==> config.mk <==
export PLATFORM = sky130hd
export DESIGN_NAME = slab_class_allocator_unit_flat
export DESIGN_NICKNAME = d
export VERILOG_FILES = /design/src/hdl/sca_pkg.sv /design/src/hdl/sca_if.sv /design/src/hdl/slab_class_allocator_unit.sv /design/src/hdl/sca_ctrl.sv /design/src/hdl/sca_dp.sv /design/src/flat_wrapper.sv
export SDC_FILE = /design/constraint.sdc
export NUM_CORES = 2
export LEC_CHECK = 0
export BUFFER_PORTS_ARGS = -buffer_cell sky130_fd_sc_hd__buf_2
export CORE_ASPECT_RATIO = 0.7
export CORE_MARGIN = 5
export CORE_UTILIZATION = 38
export CTS_BUF_LIST = sky130_fd_sc_hd__clkbuf_4 sky130_fd_sc_hd__clkbuf_8
export DETAILED_ROUTE_END_ITERATION = 7
export PLACE_DENSITY = 0.55
export RECOVER_POWER = 50
export SLEW_MARGIN = 20
export SYNTH_ARGS = -nofsm -noshare
export SYNTH_HDL_FRONTEND = slang
export SYNTH_SLANG_ARGS = --single-unit
==> constraint.sdc <==
create_clock -name clk -period 8.8 [get_ports clk]
set_clock_uncertainty 0.15 [all_clocks]
set_input_delay 0.44 -clock clk [delete_from_list [all_inputs] [get_ports clk]]
set_output_delay 0.44 -clock clk [all_outputs]
set_load 0.03 [all_outputs]
==> src/hdl/sca_pkg.sv <==
package sca_pkg;
    localparam int SLAB_BYTES  = 4096;
    localparam int NUM_CLASSES = 20;
    localparam int ALIGN_BYTES = 16;
    localparam int NUM_SLABS   = 256;
    localparam int BIG_BYTES   = 1048576;

    localparam int CID_W   = 5;
    localparam int SLAB_W  = 9;
    localparam int ITEM_W  = 9;
    localparam int CSIZE_W = 13;
    localparam int ADDR_W  = 21;
    localparam int BIG_W   = 21;
    localparam int CFG_W   = 12;

    localparam logic [0:0] CFG_MAX_ITEM = 1'b0;
    localparam logic [0:0] CFG_GROWTH   = 1'b1;

    localparam logic [1:0] ST_SLAB = 2'd0;
    localparam logic [1:0] ST_BIG  = 2'd1;
    localparam logic [1:0] ST_NULL = 2'd2;
    localparam logic [1:0] ST_OOM  = 2'd3;

    typedef enum logic [2:0] {
        S_BUILD,
        S_IDLE,
        S_SEARCH,
        S_ALLOC,
        S_OUT
    } state_t;

    typedef struct packed {
        logic build_start;
        logic build_step;
        logic load_req;
        logic search_step;
        logic alloc;
        logic clear_left;
    } cmd_t;

    typedef struct packed {
        logic build_done;
        logic search_done;
    } stat_t;
endpackage

==> src/hdl/sca_if.sv <==
interface sca_req_if;
    logic        valid;
    logic        ready;
    logic [15:0] req_size;
    modport source (output valid, output req_size, input ready);
    modport sink (input valid, input req_size, output ready);
endinterface

interface sca_res_if;
    logic        valid;
    logic        ready;
    logic [1:0]  status;
    logic [20:0] address;
    logic [4:0]  class_id;
    modport source (output valid, output status, output address, output class_id,
                    input ready);
    modport sink (input valid, input status, input address, input class_id,
                  output ready);
endinterface

==> src/hdl/slab_class_allocator_unit.sv <==
// Slab class allocator: one request in, one result out. After reset or any
// register write the size-class table is rebuilt, one class after another
// (a bit-serial divide gives the items per slab), while no request is taken.
// A request then walks the class table one entry a cycle (up to 20 entries),
// takes an allocate step and waits in the output register until taken; only
// then is the next request accepted.
module slab_class_allocator_unit (
    input  logic                      clk,
    input  logic                      rst_n,
    input  logic                      cfg_we,
    input  logic [0:0]                cfg_index,
    input  logic [sca_pkg::CFG_W-1:0] cfg_data,
    sca_req_if.sink                   req,
    sca_res_if.source                 res
);
    import sca_pkg::*;

    cmd_t cmd;
    stat_t stat;

    sca_ctrl u_ctrl (
        .clk(clk), .rst_n(rst_n), .cfg_we(cfg_we), .in_valid(req.valid),
        .out_ready(res.ready), .stat(stat), .cmd(cmd), .in_ready(req.ready),
        .out_valid(res.valid)
    );

    sca_dp u_dp (
        .clk(clk), .rst_n(rst_n), .cfg_sel(cfg_index),
        .cfg_data(cfg_data), .req_size(req.req_size), .cmd(cmd), .stat(stat),
        .status(res.status), .address(res.address), .class_id(res.class_id)
    );
endmodule

==> src/hdl/sca_ctrl.sv <==
module sca_ctrl (
    input  logic           clk,
    input  logic           rst_n,
    input  logic           cfg_we,
    input  logic           in_valid,
    input  logic           out_ready,
    input  sca_pkg::stat_t stat,
    output sca_pkg::cmd_t  cmd,
    output logic           in_ready,
    output logic           out_valid
);
    import sca_pkg::*;

    state_t state_reg, state_next;

    always_ff @(posedge clk or negedge rst_n)
    begin
        if (!rst_n)
            state_reg <= S_BUILD;
        else
            state_reg <= state_next;
    end

    always_comb
    begin
        state_next = state_reg;
        unique case (state_reg)
            S_BUILD:  if (stat.build_done) state_next = S_IDLE;
            S_IDLE:
            begin
                if (cfg_we)
                    state_next = S_BUILD;
                else if (in_valid)
                    state_next = S_SEARCH;
            end
            S_SEARCH: if (stat.search_done) state_next = S_ALLOC;
            S_ALLOC:  state_next = S_OUT;
            S_OUT:    if (out_ready) state_next = S_IDLE;
            default:  state_next = S_IDLE;
        endcase
        // a write restarts the table build from any state
        if (cfg_we)
            state_next = S_BUILD;
    end

    always_comb
    begin
        cmd       = '0;
        in_ready  = 1'b0;
        out_valid = 1'b0;
        cmd.build_start = cfg_we;
        cmd.clear_left  = cfg_we;
        unique case (state_reg)
            S_BUILD:  cmd.build_step = !cfg_we;
            S_IDLE:
            begin
                in_ready     = !cfg_we;
                cmd.load_req = in_valid && !cfg_we;
            end
            S_SEARCH: cmd.search_step = 1'b1;
            S_ALLOC:  cmd.alloc = 1'b1;
            S_OUT:    out_valid = 1'b1;
            default:  ;
        endcase
    end
endmodule

==> src/hdl/sca_dp.sv <==
module sca_dp (
    input  logic                      clk,
    input  logic                      rst_n,
    input  logic [0:0]                cfg_sel,
    input  logic [sca_pkg::CFG_W-1:0] cfg_data,
    input  logic [15:0]               req_size,
    input  sca_pkg::cmd_t             cmd,
    output sca_pkg::stat_t            stat,
    output logic [1:0]                status,
    output logic [20:0]               address,
    output logic [4:0]                class_id
);
    import sca_pkg::*;

    logic [11:0] max_reg;
    logic [10:0] gf_reg;

    logic [CSIZE_W-1:0] csize_reg [NUM_CLASSES];
    logic [ITEM_W-1:0]  cper_reg  [NUM_CLASSES];
    logic [CID_W-1:0]   ccount_reg;

    logic [SLAB_W-1:0]  cslab_reg [NUM_CLASSES];
    logic [7:0]         cnext_reg [NUM_CLASSES];
    logic [ITEM_W-1:0]  cleft_reg [NUM_CLASSES];
    logic [SLAB_W-1:0]  free_slab_reg;
    logic [BIG_W-1:0]   big_off_reg;

    // table build: one class per pass; per-slab count by restoring division
    logic [23:0] run_reg;
    logic [CSIZE_W-1:0] s_reg;
    logic [CID_W-1:0] bn_reg;
    logic [1:0] bph_reg;
    logic [3:0] dcnt_reg;
    logic [12:0] rem_reg;
    logic [ITEM_W-1:0] quo_reg;
    logic build_done_reg;

    logic [15:0] size_reg;
    logic [CID_W-1:0] sid_reg;
    logic found_reg, sdone_reg;

    logic [1:0] st_reg;
    logic [ADDR_W-1:0] addr_reg;
    logic [CID_W-1:0] cid_reg;

    logic [24:0] run_round;
    logic [CSIZE_W-1:0] s_val;
    logic [13:0] rem_sh;
    logic [16:0] need;
    logic [21:0] big_sum;

    always_comb
    begin
        run_round = {1'b0, run_reg} + 25'(ALIGN_BYTES - 1);
        s_val = CSIZE_W'(run_round >> 4 << 4);
        // a zero running size still gives the smallest class
        if (s_val < CSIZE_W'(ALIGN_BYTES))
            s_val = CSIZE_W'(ALIGN_BYTES);
        rem_sh = {rem_reg, 1'b0} | 14'((13'(SLAB_BYTES) >> dcnt_reg) & 13'd1);
        need = ({1'b0, size_reg} + 17'(ALIGN_BYTES - 1)) & ~17'(ALIGN_BYTES - 1);
        big_sum = {1'b0, big_off_reg} + 22'(need);
    end

    assign stat.build_done  = build_done_reg;
    assign stat.search_done = sdone_reg;

    always_ff @(posedge clk or negedge rst_n)
    begin
        if (!rst_n)
        begin
            max_reg <= 12'd1024;
            gf_reg <= 11'd320;
            ccount_reg <= '0;
            free_slab_reg <= '0;
            big_off_reg <= '0;
            run_reg <= 24'(ALIGN_BYTES);
            bn_reg <= '0;
            bph_reg <= '0;
            build_done_reg <= 1'b0;
            for (int i = 0; i < NUM_CLASSES; i++)
            begin
                cleft_reg[i] <= '0;
                cslab_reg[i] <= '0;
                cnext_reg[i] <= '0;
            end
        end
        else
        begin
            if (cmd.build_start)
            begin
                if (cfg_sel == CFG_MAX_ITEM)
                    max_reg <= cfg_data;
                else
                    gf_reg <= cfg_data[10:0];
                run_reg <= 24'(ALIGN_BYTES);
                bn_reg <= '0;
                bph_reg <= '0;
                build_done_reg <= 1'b0;
            end
            else if (cmd.build_step && !build_done_reg)
            begin
                unique case (bph_reg)
                    2'd0:
                    begin
                        if (bn_reg == CID_W'(NUM_CLASSES) || run_reg > 24'(max_reg)
                            || s_val > CSIZE_W'(SLAB_BYTES))
                        begin
                            ccount_reg <= bn_reg;
                            build_done_reg <= 1'b1;
                        end
                        else
                        begin
                            s_reg <= s_val;
                            rem_reg <= '0;
                            quo_reg <= '0;
                            dcnt_reg <= 4'd12;
                            bph_reg <= 2'd1;
                        end
                    end
                    2'd1:
                    begin
                        // SLAB_BYTES / s, one quotient bit per cycle
                        if (rem_sh >= 14'(s_reg))
                        begin
                            rem_reg <= 13'(rem_sh - 14'(s_reg));
                            quo_reg <= {quo_reg[ITEM_W-2:0], 1'b1};
                        end
                        else
                        begin
                            rem_reg <= rem_sh[12:0];
                            quo_reg <= {quo_reg[ITEM_W-2:0], 1'b0};
                        end
                        if (dcnt_reg == 4'd0)
                            bph_reg <= 2'd2;
                        else
                            dcnt_reg <= dcnt_reg - 4'd1;
                    end
                    default:
                    begin
                        csize_reg[bn_reg] <= s_reg;
                        cper_reg[bn_reg] <= quo_reg;
                        bn_reg <= bn_reg + 5'd1;
                        run_reg <= 24'((24'(s_reg) * 24'(gf_reg)) >> 8);
                        bph_reg <= 2'd0;
                    end
                endcase
            end
            if (cmd.clear_left)
                for (int i = 0; i < NUM_CLASSES; i++)
                    cleft_reg[i] <= '0;
            if (cmd.alloc && size_reg != 16'd0)
            begin
                if (found_reg)
                begin
                    if (cleft_reg[sid_reg] == '0)
                    begin
                        if (free_slab_reg < SLAB_W'(NUM_SLABS))
                        begin
                            cslab_reg[sid_reg] <= free_slab_reg;
                            free_slab_reg <= free_slab_reg + 9'd1;
                            cnext_reg[sid_reg] <= 8'd1;
                            cleft_reg[sid_reg] <= cper_reg[sid_reg] - 9'd1;
                        end
                    end
                    else
                    begin
                        cnext_reg[sid_reg] <= cnext_reg[sid_reg] + 8'd1;
                        cleft_reg[sid_reg] <= cleft_reg[sid_reg] - 9'd1;
                    end
                end
                else if (big_sum <= 22'(BIG_BYTES))
                    big_off_reg <= big_sum[BIG_W-1:0];
            end
        end
    end

    // class search: one class compare per cycle
    always_ff @(posedge clk)
    begin
        if (cmd.load_req)
        begin
            size_reg <= req_size;
            sid_reg <= '0;
            found_reg <= 1'b0;
            sdone_reg <= (req_size == 16'd0) || (req_size > 16'(max_reg))
                         || (ccount_reg == '0);
        end
        else if (cmd.search_step && !sdone_reg)
        begin
            if (16'(csize_reg[sid_reg]) >= size_reg)
            begin
                found_reg <= 1'b1;
                sdone_reg <= 1'b1;
            end
            else if (sid_reg + 5'd1 >= ccount_reg)
                sdone_reg <= 1'b1;
            else
                sid_reg <= sid_reg + 5'd1;
        end
    end

    logic [SLAB_W-1:0] use_slab;
    logic [7:0] use_item;
    logic [20:0] item_off;
    always_comb
    begin
        use_slab = (cleft_reg[sid_reg] == '0) ? free_slab_reg : cslab_reg[sid_reg];
        use_item = (cleft_reg[sid_reg] == '0) ? 8'd0 : cnext_reg[sid_reg];
        item_off = 21'(use_item * csize_reg[sid_reg]);
    end

    always_ff @(posedge clk)
    begin
        if (cmd.alloc)
        begin
            st_reg <= ST_OOM;
            addr_reg <= '0;
            cid_reg <= '0;
            if (size_reg == 16'd0)
                st_reg <= ST_NULL;
            else if (found_reg)
            begin
                if (cleft_reg[sid_reg] != '0 || free_slab_reg < SLAB_W'(NUM_SLABS))
                begin
                    st_reg <= ST_SLAB;
                    addr_reg <= 21'({use_slab, 12'd0}) + item_off;
                    cid_reg <= sid_reg;
                end
            end
            else if (big_sum <= 22'(BIG_BYTES))
            begin
                st_reg <= ST_BIG;
                addr_reg <= 21'(NUM_SLABS * SLAB_BYTES) + big_off_reg;
            end
        end
    end

    assign status   = st_reg;
    assign address  = addr_reg;
    assign class_id = cid_reg;
endmodule

==> src/flat_wrapper.sv <==
// flat-port wrapper written by rule: the top's interface ports become plain ports
module slab_class_allocator_unit_flat import sca_pkg::*;
  (clk, rst_n, cfg_we, cfg_index, cfg_data, req_valid, req_req_size, req_ready, res_valid, res_status, res_address, res_class_id, res_ready);
  sca_req_if req_i ();
  sca_res_if res_i ();
  input  logic clk;
  input  logic rst_n;
  input  logic cfg_we;
  input  logic [0:0] cfg_index;
  input  logic [sca_pkg::CFG_W-1:0] cfg_data;
  input wire logic [$bits(req_i.valid)-1:0] req_valid;
  input wire logic [$bits(req_i.req_size)-1:0] req_req_size;
  output wire logic [$bits(req_i.ready)-1:0] req_ready;
  output wire logic [$bits(res_i.valid)-1:0] res_valid;
  output wire logic [$bits(res_i.status)-1:0] res_status;
  output wire logic [$bits(res_i.address)-1:0] res_address;
  output wire logic [$bits(res_i.class_id)-1:0] res_class_id;
  input wire logic [$bits(res_i.ready)-1:0] res_ready;
  assign req_i.valid = req_valid;
  assign req_i.req_size = req_req_size;
  assign req_ready = req_i.ready;
  assign res_valid = res_i.valid;
  assign res_status = res_i.status;
  assign res_address = res_i.address;
  assign res_class_id = res_i.class_id;
  assign res_i.ready = res_ready;
  slab_class_allocator_unit u_core (.clk(clk), .rst_n(rst_n), .cfg_we(cfg_we), .cfg_index(cfg_index), .cfg_data(cfg_data), .req(req_i), .res(res_i));
endmodule
* After elaboration in Yosys (flattened, before gate mapping) *
Memory sizes are Yosys's and may differ from the RTL's. A register that Yosys moved wholly into a read port is not among the register bits.
Cells that the tools add are included.

storage, ports and cells
  RAM bits = 440
  flip-flop bits (word level) = 703
  input bits = 34
  memories kept = 2
  output and inout port bits = 30
  logic and storage cells = 266

cells by class
  bitwise gates (word level) = 12
  shift operators = 1
  multiplexer cells = 81
  add/subtract/negate cells = 13
  equal/unequal tests = 16
  reductions and logical operators = 47
  $lt $le $gt $ge = 11
  $mul = 2

memories
  name                   depth  width  read ports  clocked after Yosys merged registers in  wr ports  RTL line      source
  u_core.u_dp.csize_reg  20     13     1           1                                        1         sca_dp.sv:18  logic [CSIZE_W-1:0] csize_reg [NUM_CLASSES];
  u_core.u_dp.cper_reg   20     9      1           1                                        1         sca_dp.sv:19  logic [ITEM_W-1:0] cper_reg [NUM_CLASSES];

operator list
  cell                                                                                 count
  180-bit 2-to-1 mux                                                                   5
  180-bit bitwise mux                                                                  3
  160-bit 2-to-1 mux                                                                   2
  160-bit bitwise mux                                                                  1
  140-bit bitwise AND                                                                  1
  140-bit inverter                                                                     1
  9-bit binary-select mux with 5-bit select                                            2
  24-bit 2-to-1 mux                                                                    3
  21-bit 2-to-1 mux                                                                    3
  9-bit 2-to-1 mux                                                                     7
  9-bit demux with 5-bit select                                                        1
  8-bit binary-select mux with 5-bit select                                            1
  8-bit demux with 5-bit select                                                        1
  13-bit 2-to-1 mux                                                                    3
  5-bit 2-to-1 mux                                                                     7
  16-bit logical NOT                                                                   2
  8-bit 2-to-1 mux                                                                     4
  13-bit one-hot mux with 2 select lines                                               1
  24-bit by 12-bit greater-than comparator with 1-bit output                           1
  13-bit by 11-bit multiplier with 24-bit output                                       1
  21-bit by 17-bit adder with 22-bit output                                            1
  22-bit by 21-bit less-or-equal comparator with 1-bit output (second input constant)  1
  21-bit adder                                                                         1
  21-bit adder (first input constant)                                                  1
  other kinds (58)                                                                     129

* Longest topological paths before layout *
  depth in word-level cells = 10
  mapped depth = 34

* Modules after synthesis *
Synthesis repeated with hierarchy kept, for this count alone.

second synthesis, totals
  cells, all modules = 4688
  area, all modules = 56491.7 sq um

modules (own cells, without submodules)
  module    sequential area each (sq um)  times used  cells each  area each (sq um)
  sca_dp    28282.1                       1           4662        56255.2
  sca_ctrl  75.1                          1           26          236.5

* Worst setup path before layout *
No wires, ideal clock.

  path kind = reg-to-reg
  from = register u_core.u_dp.sid_reg[0]
  to = register u_core.u_dp.addr_reg[20], in the netlist u_core.u_dp.address[20], data pin
  stages on the path, launching flop included = 32
  arrival = 7.140 ns
  buffers on the path = 7
  setup slack = 1.222 ns
  path through = dfxtp_1 > buf_6 > buf_12 > buf_6 > mux4_2 > a22o_1 > nor4_4 > ha_1 > and4_1 > nand4_1 > buf_2 > buf_2 > buf_2 > buf_2 > o21ai_0 > fa_1 > fa_1 > inv_1 > fa_1 > inv_1 > fa_1 > inv_1 > ha_1 > nand2_1 > o211ai_1 > a31o_2 > nand4_1 > a31oi_1 > xnor2_1 > xnor2_1 > a22oi_1 > o32ai_1

between the ends
  longest elaborated chain between the ends = 10

ends and longest elaborated chain
  item                                                      RTL line                                     source
  start: declaration                                        sca_dp.sv:39                                 logic [CID_W-1:0] sid_reg;
  start signal: assignment                                  sca_dp.sv:198                                sid_reg <= sid_reg + 5'd1;
  5-bit inverter with 6-bit output (not written as such) *  sca_dp.sv:207, sca_dp.sv:208, sca_dp.sv:223
  9-bit binary-select mux with 5-bit select                 sca_dp.sv:207, sca_dp.sv:208, sca_dp.sv:223
  9-bit 2-to-1 mux (not written as such) (2 in a row)       sca_dp.sv:207, sca_dp.sv:208, sca_dp.sv:223
  9-bit logical NOT                                         sca_dp.sv:207, sca_dp.sv:208
  8-bit 2-to-1 mux                                          sca_dp.sv:208                                use_item = (cleft_reg[sid_reg] == '0) ? 8'd0 : cnext_reg[sid_reg];
  8-bit by 13-bit multiplier with 21-bit output             sca_dp.sv:209                                item_off = 21'(use_item * csize_reg[sid_reg]);
  21-bit adder                                              sca_dp.sv:226                                addr_reg <= 21'({use_slab, 12'd0}) + item_off;
  21-bit 2-to-1 mux *                                       sca_dp.sv:223                                if (cleft_reg[sid_reg] != '0 || free_slab_reg < SLAB_W'(NUM_SLABS))
  21-bit 2-to-1 mux *                                       sca_dp.sv:221                                else if (found_reg)
  end signal: assignment                                    sca_dp.sv:226
  end signal: assignment                                    sca_dp.sv:233                                addr_reg <= 21'(NUM_SLABS * SLAB_BYTES) + big_off_reg;
  end: declaration                                          sca_dp.sv:43                                 logic [ADDR_W-1:0] addr_reg;

Mark *: on every way between the ends. The rest lies on a longest branch, timed or not. The select of a mux whose other input is x is not followed.
A chain may end at the register's enable or synchronous reset.

* Worst setup path in the final report *
Same ends and word-level chain as after synthesis.

==> impl_metrics.py <==
metrics = {
    "outcome": {
        "status": "finished with violations",
        "violations": "max-capacitance violations, max-slew violations",
    },
    "clock_tree": {
        "numCtsBuffers": 165,
        "h-tree-depth": 4,
        "cts_tree": "done",
        "clkSinkCount": 1048,
        "path_clk_slew_ns": 0.07,
        "root_buffer": "clkbuf_8",
        "clock_latency_ns": 0.92,
        "cts_buffer_depth": 3,
        "cts_resized": 0,
    },
    "synth": {
        "yosysSeqAreaShare": 0.504,
        "ys_top_cells_by_count": "dfrtp_1, nand2_1, edfxtp_1",
        "synth_ff_type": "dfrtp_1",
        "synth_top_cell_area_share": 0.266,
        "ys_async_sr_fraction": 0.573,
        "syn_area_per_cell_um2": 11.8,
        "synth_edf_count": 436,
        "synth_top_family_by_area": "multiplexers",
        "synth_area_leader_cell": "dfrtp_1",
        "synth-simple-area-share": 0.114,
        "synth_cell_type_count": 105,
        "syn_area_mm2": 0.0562,
        "post-synth-top-count-cell": "dfrtp_1",
        "synth-xor-area-share": 0.0152,
        "yosysWarnings": 0,
        "synthMuxAreaShare": 0.135,
        "synth_compound_area_frac": 0.112,
        "synthCells": 4756,
        "synth-seq-cells": 1048,
        "synth_fa_ha_area_frac": 0.0780,
        "ys_top_cells_by_area": "dfrtp_1, edfxtp_1, mux4_2, fa_1, ha_1",
    },
    "global_route": {
        "top_usage_layer": "met1",
        "grtUsageTotal": 0.239,
        "antenna_found_initial": 12,
        "grt_pass1_wl_mm": 281,
        "grt_use_met3": 0.0721,
        "grt_pass1_vias": 39800,
        "grt_max_degree": 165,
        "use_met2": 0.314,
        "overflow": 0,
        "grt_util_met1": 0.377,
    },
    "finish": {
        "drive_gt1_frac": 0.170,
        "area_delta_synth_final_pct": 11.5,
        "seq_area_mm2": 0.0284,
        "final.fill_count": 13800,
        "multi_input_area_mm2": 0.0258,
        "instances_no_fill": 6963,
        "fin_nets": 5163,
    },
    "drt": {
        "wl_per_cell_um": 27.3,
        "num_vias": 41200,
        "first_pass_iters": 7,
        "drt-initial-drc-count": 5143,
        "ant_nets": 0,
        "routed_wl_mm": 190,
        "via_per_inst": 5.92,
        "drc": 0,
    },
    "worst_setup_path": {
        "worst-path-max-fanout": 23,
        "worstPathRequired_ns": 9.28,
        "critical_path_class": "register to register",
        "arrival_ns": 8.61,
        "reg2reg_depth": 27,
        "crit_path_start_kind": "register",
        "r2r-start": "u_core.u_dp.sid_reg[0]$_SDFFE_PP0P_",
        "critPathCaptureType": "register",
        "critPathLaunch": "u_core.u_dp.sid_reg[0]$_SDFFE_PP0P_",
    },
    "timing": {
        "finalCriticalPeriod_ns": 8.13,
        "fin_setup_tns_ns": 0,
        "max_clock_freq_mhz": 123,
        "slew_viol_final": 903,
        "timing.final.hold_violations": 0,
        "rsz0062_at_grt": "false",
        "tightest_slew_ns": 3.98,
        "min_period_over_period": 0.924,
        "slew_headroom": -1.65,
        "setup_viol": 0,
    },
    "pwr": {
        "finalPower_mw": 15.6,
        "power_density_mw_per_mm2": 249,
        "cellLeakagePower_nw": 25.7,
        "ir_drop_mv": 0.265,
    },
    "min_path": {
        "hold_depth": 2,
        "min_path_type": "input port to register",
        "holdCritStartpoint": "req_req_size[12]",
    },
    "place": {
        "dp.cells": 6621,
        "place.gp.congestion": 0.989,
        "dp_hpwl_mm": 130,
        "numPortBuffers": 59,
    },
    "floorplan": {
        "num_rows": 118,
        "io_pins": 64,
        "initial_core_util": 0.381,
        "die-area_mm2": 0.156,
        "chipHeight_um": 332,
        "die_x_um": 470,
        "coreArea_mm2": 0.147,
    },
    "job": {
        "maxCapViolCount": 15,
    },
}
==> what timing repair did <==
action,4_1_cts,5_1_grt
hold buffers,39,0
setup buffers,0,0
setup endpoints to repair,0,0
endpoints found under the hold margin,242,0
==> path summary, 6_finish.rpt <==
check / slack (ns) / end
hold / removal: 0.17 / u_core.u_dp.size_reg[12]$_DFFE_PP_
min in group asynchronous: 1.13 / u_core.u_dp.gf_reg[6]$_DFFE_PN1P_
setup / recovery: 0.67 / u_core.u_dp.address[20]$_SDFFCE_PP0N_
max in group asynchronous: 1.62 / u_core.u_dp.cleft_reg[26]$_DFF_PN0_
setup reg to reg: 0.67 / u_core.u_dp.address[20]$_SDFFCE_PP0N_
hold reg to reg: 0.33 / u_core.u_dp.cnext_reg[64]$_DFFE_PN0P_
==> power by group <==
| group | total (mW) | internal [mW] | switching [mW] |
|---|---|---|---|
| combinational | 5.50 | 1.96 | 3.55 |
| sequential | 5.52 | 5.26 | 0.260 |
| clock | 4.61 | 2.47 | 2.15 |
==> cell families (layout without fill, tap and decap cells) <==
family	Yosys count	count (layout)
simple gates	1326	1326
flops	1048	1048
compound gates	960	960
buf+inv	557	776
mux	486	486
fa+ha+maj	282	282
xor+xnor	96	96
other cells	1	9
==> per-layer routing <==
layer | vias up | wire (um)
met2 | 2111 | 74600
met4 | 2 | 4610
met3 | 296 | 20800
met5 | - | 14
met1 | 21200 | 90000
li1 | 17600 | -
==> area by class of cell <==
cell class              instances  share of cell area
flip-flops and latches       1048               0.453
multi-input cells            3154               0.411
clock buffers                 238              0.0476
well taps                    1980              0.0395
repair buffers                224              0.0245
inverters                     254              0.0152
clock inverters                60             0.00966
diodes                          5            0.000200
==> through the flow <==
step	setup slack (ns)	hold slack [ns]	utilization	instance area (um^2)
final	0.671	0.171	0.425	62700
after CTS	0.675	0.00367	0.426	62800
after global routing	0.222	0.126	0.425	62700
after floorplan	1.22	-0.00559	-	56200
after global placement	0.826	0.253	0.399	58900
after detailed placement	0.700	0.257	0.399	58900
==> critical path, stage by stage (launching register included) <==
cell and delay, ns:
dfxtp_4 0.58, buf_4 0.48, mux4_2 0.58, and3_1 0.23
nor4_2 0.48, and4_1 0.35, nand4_1 0.24, buf_4 0.30
and2_1 0.16, buf_4 0.22, nand2_1 0.12, fa_1 0.45
fa_1 0.53, inv_1 0.06, fa_1 0.48, inv_1 0.06
fa_1 0.54, inv_1 0.04, ha_1 0.33, nand2_1 0.07
o211ai_1 0.22, a31o_2 0.21, nand4_1 0.12, a31oi_1 0.19
xnor2_1 0.18, xnor2_1 0.11, a22oi_1 0.22, o32ai_1 0.12
==> placed cells by master (no fill, tap or decap), drive strengths merged, types with 18 or more instances in the layout <==
master         n
a31oi         19
nand2b        21
fa           114
and2          96
nand2        544
mux4         199
inv          260
and3          96
o21ai        282
dlygate4sd3   38
a211oi        28
clkbuf       296
mux2i         94
buf          128
a21oi        231
a32o          18
a22o          50
o21a          18
a22oi         29
o211ai        20
or3           28
a21o          23
nor2         256
clkinv        41
o221ai        59
nor2b         64
a32oi         29
mux2         193
nor3          44
xor2          30
nand4         20
edfxtp       436
o31ai         29
o22ai         34
xnor2         66
nor4          23
nand3         74
dfrtp        597
ha           168
a221oi        18
(Power assumes the default switching activity.)
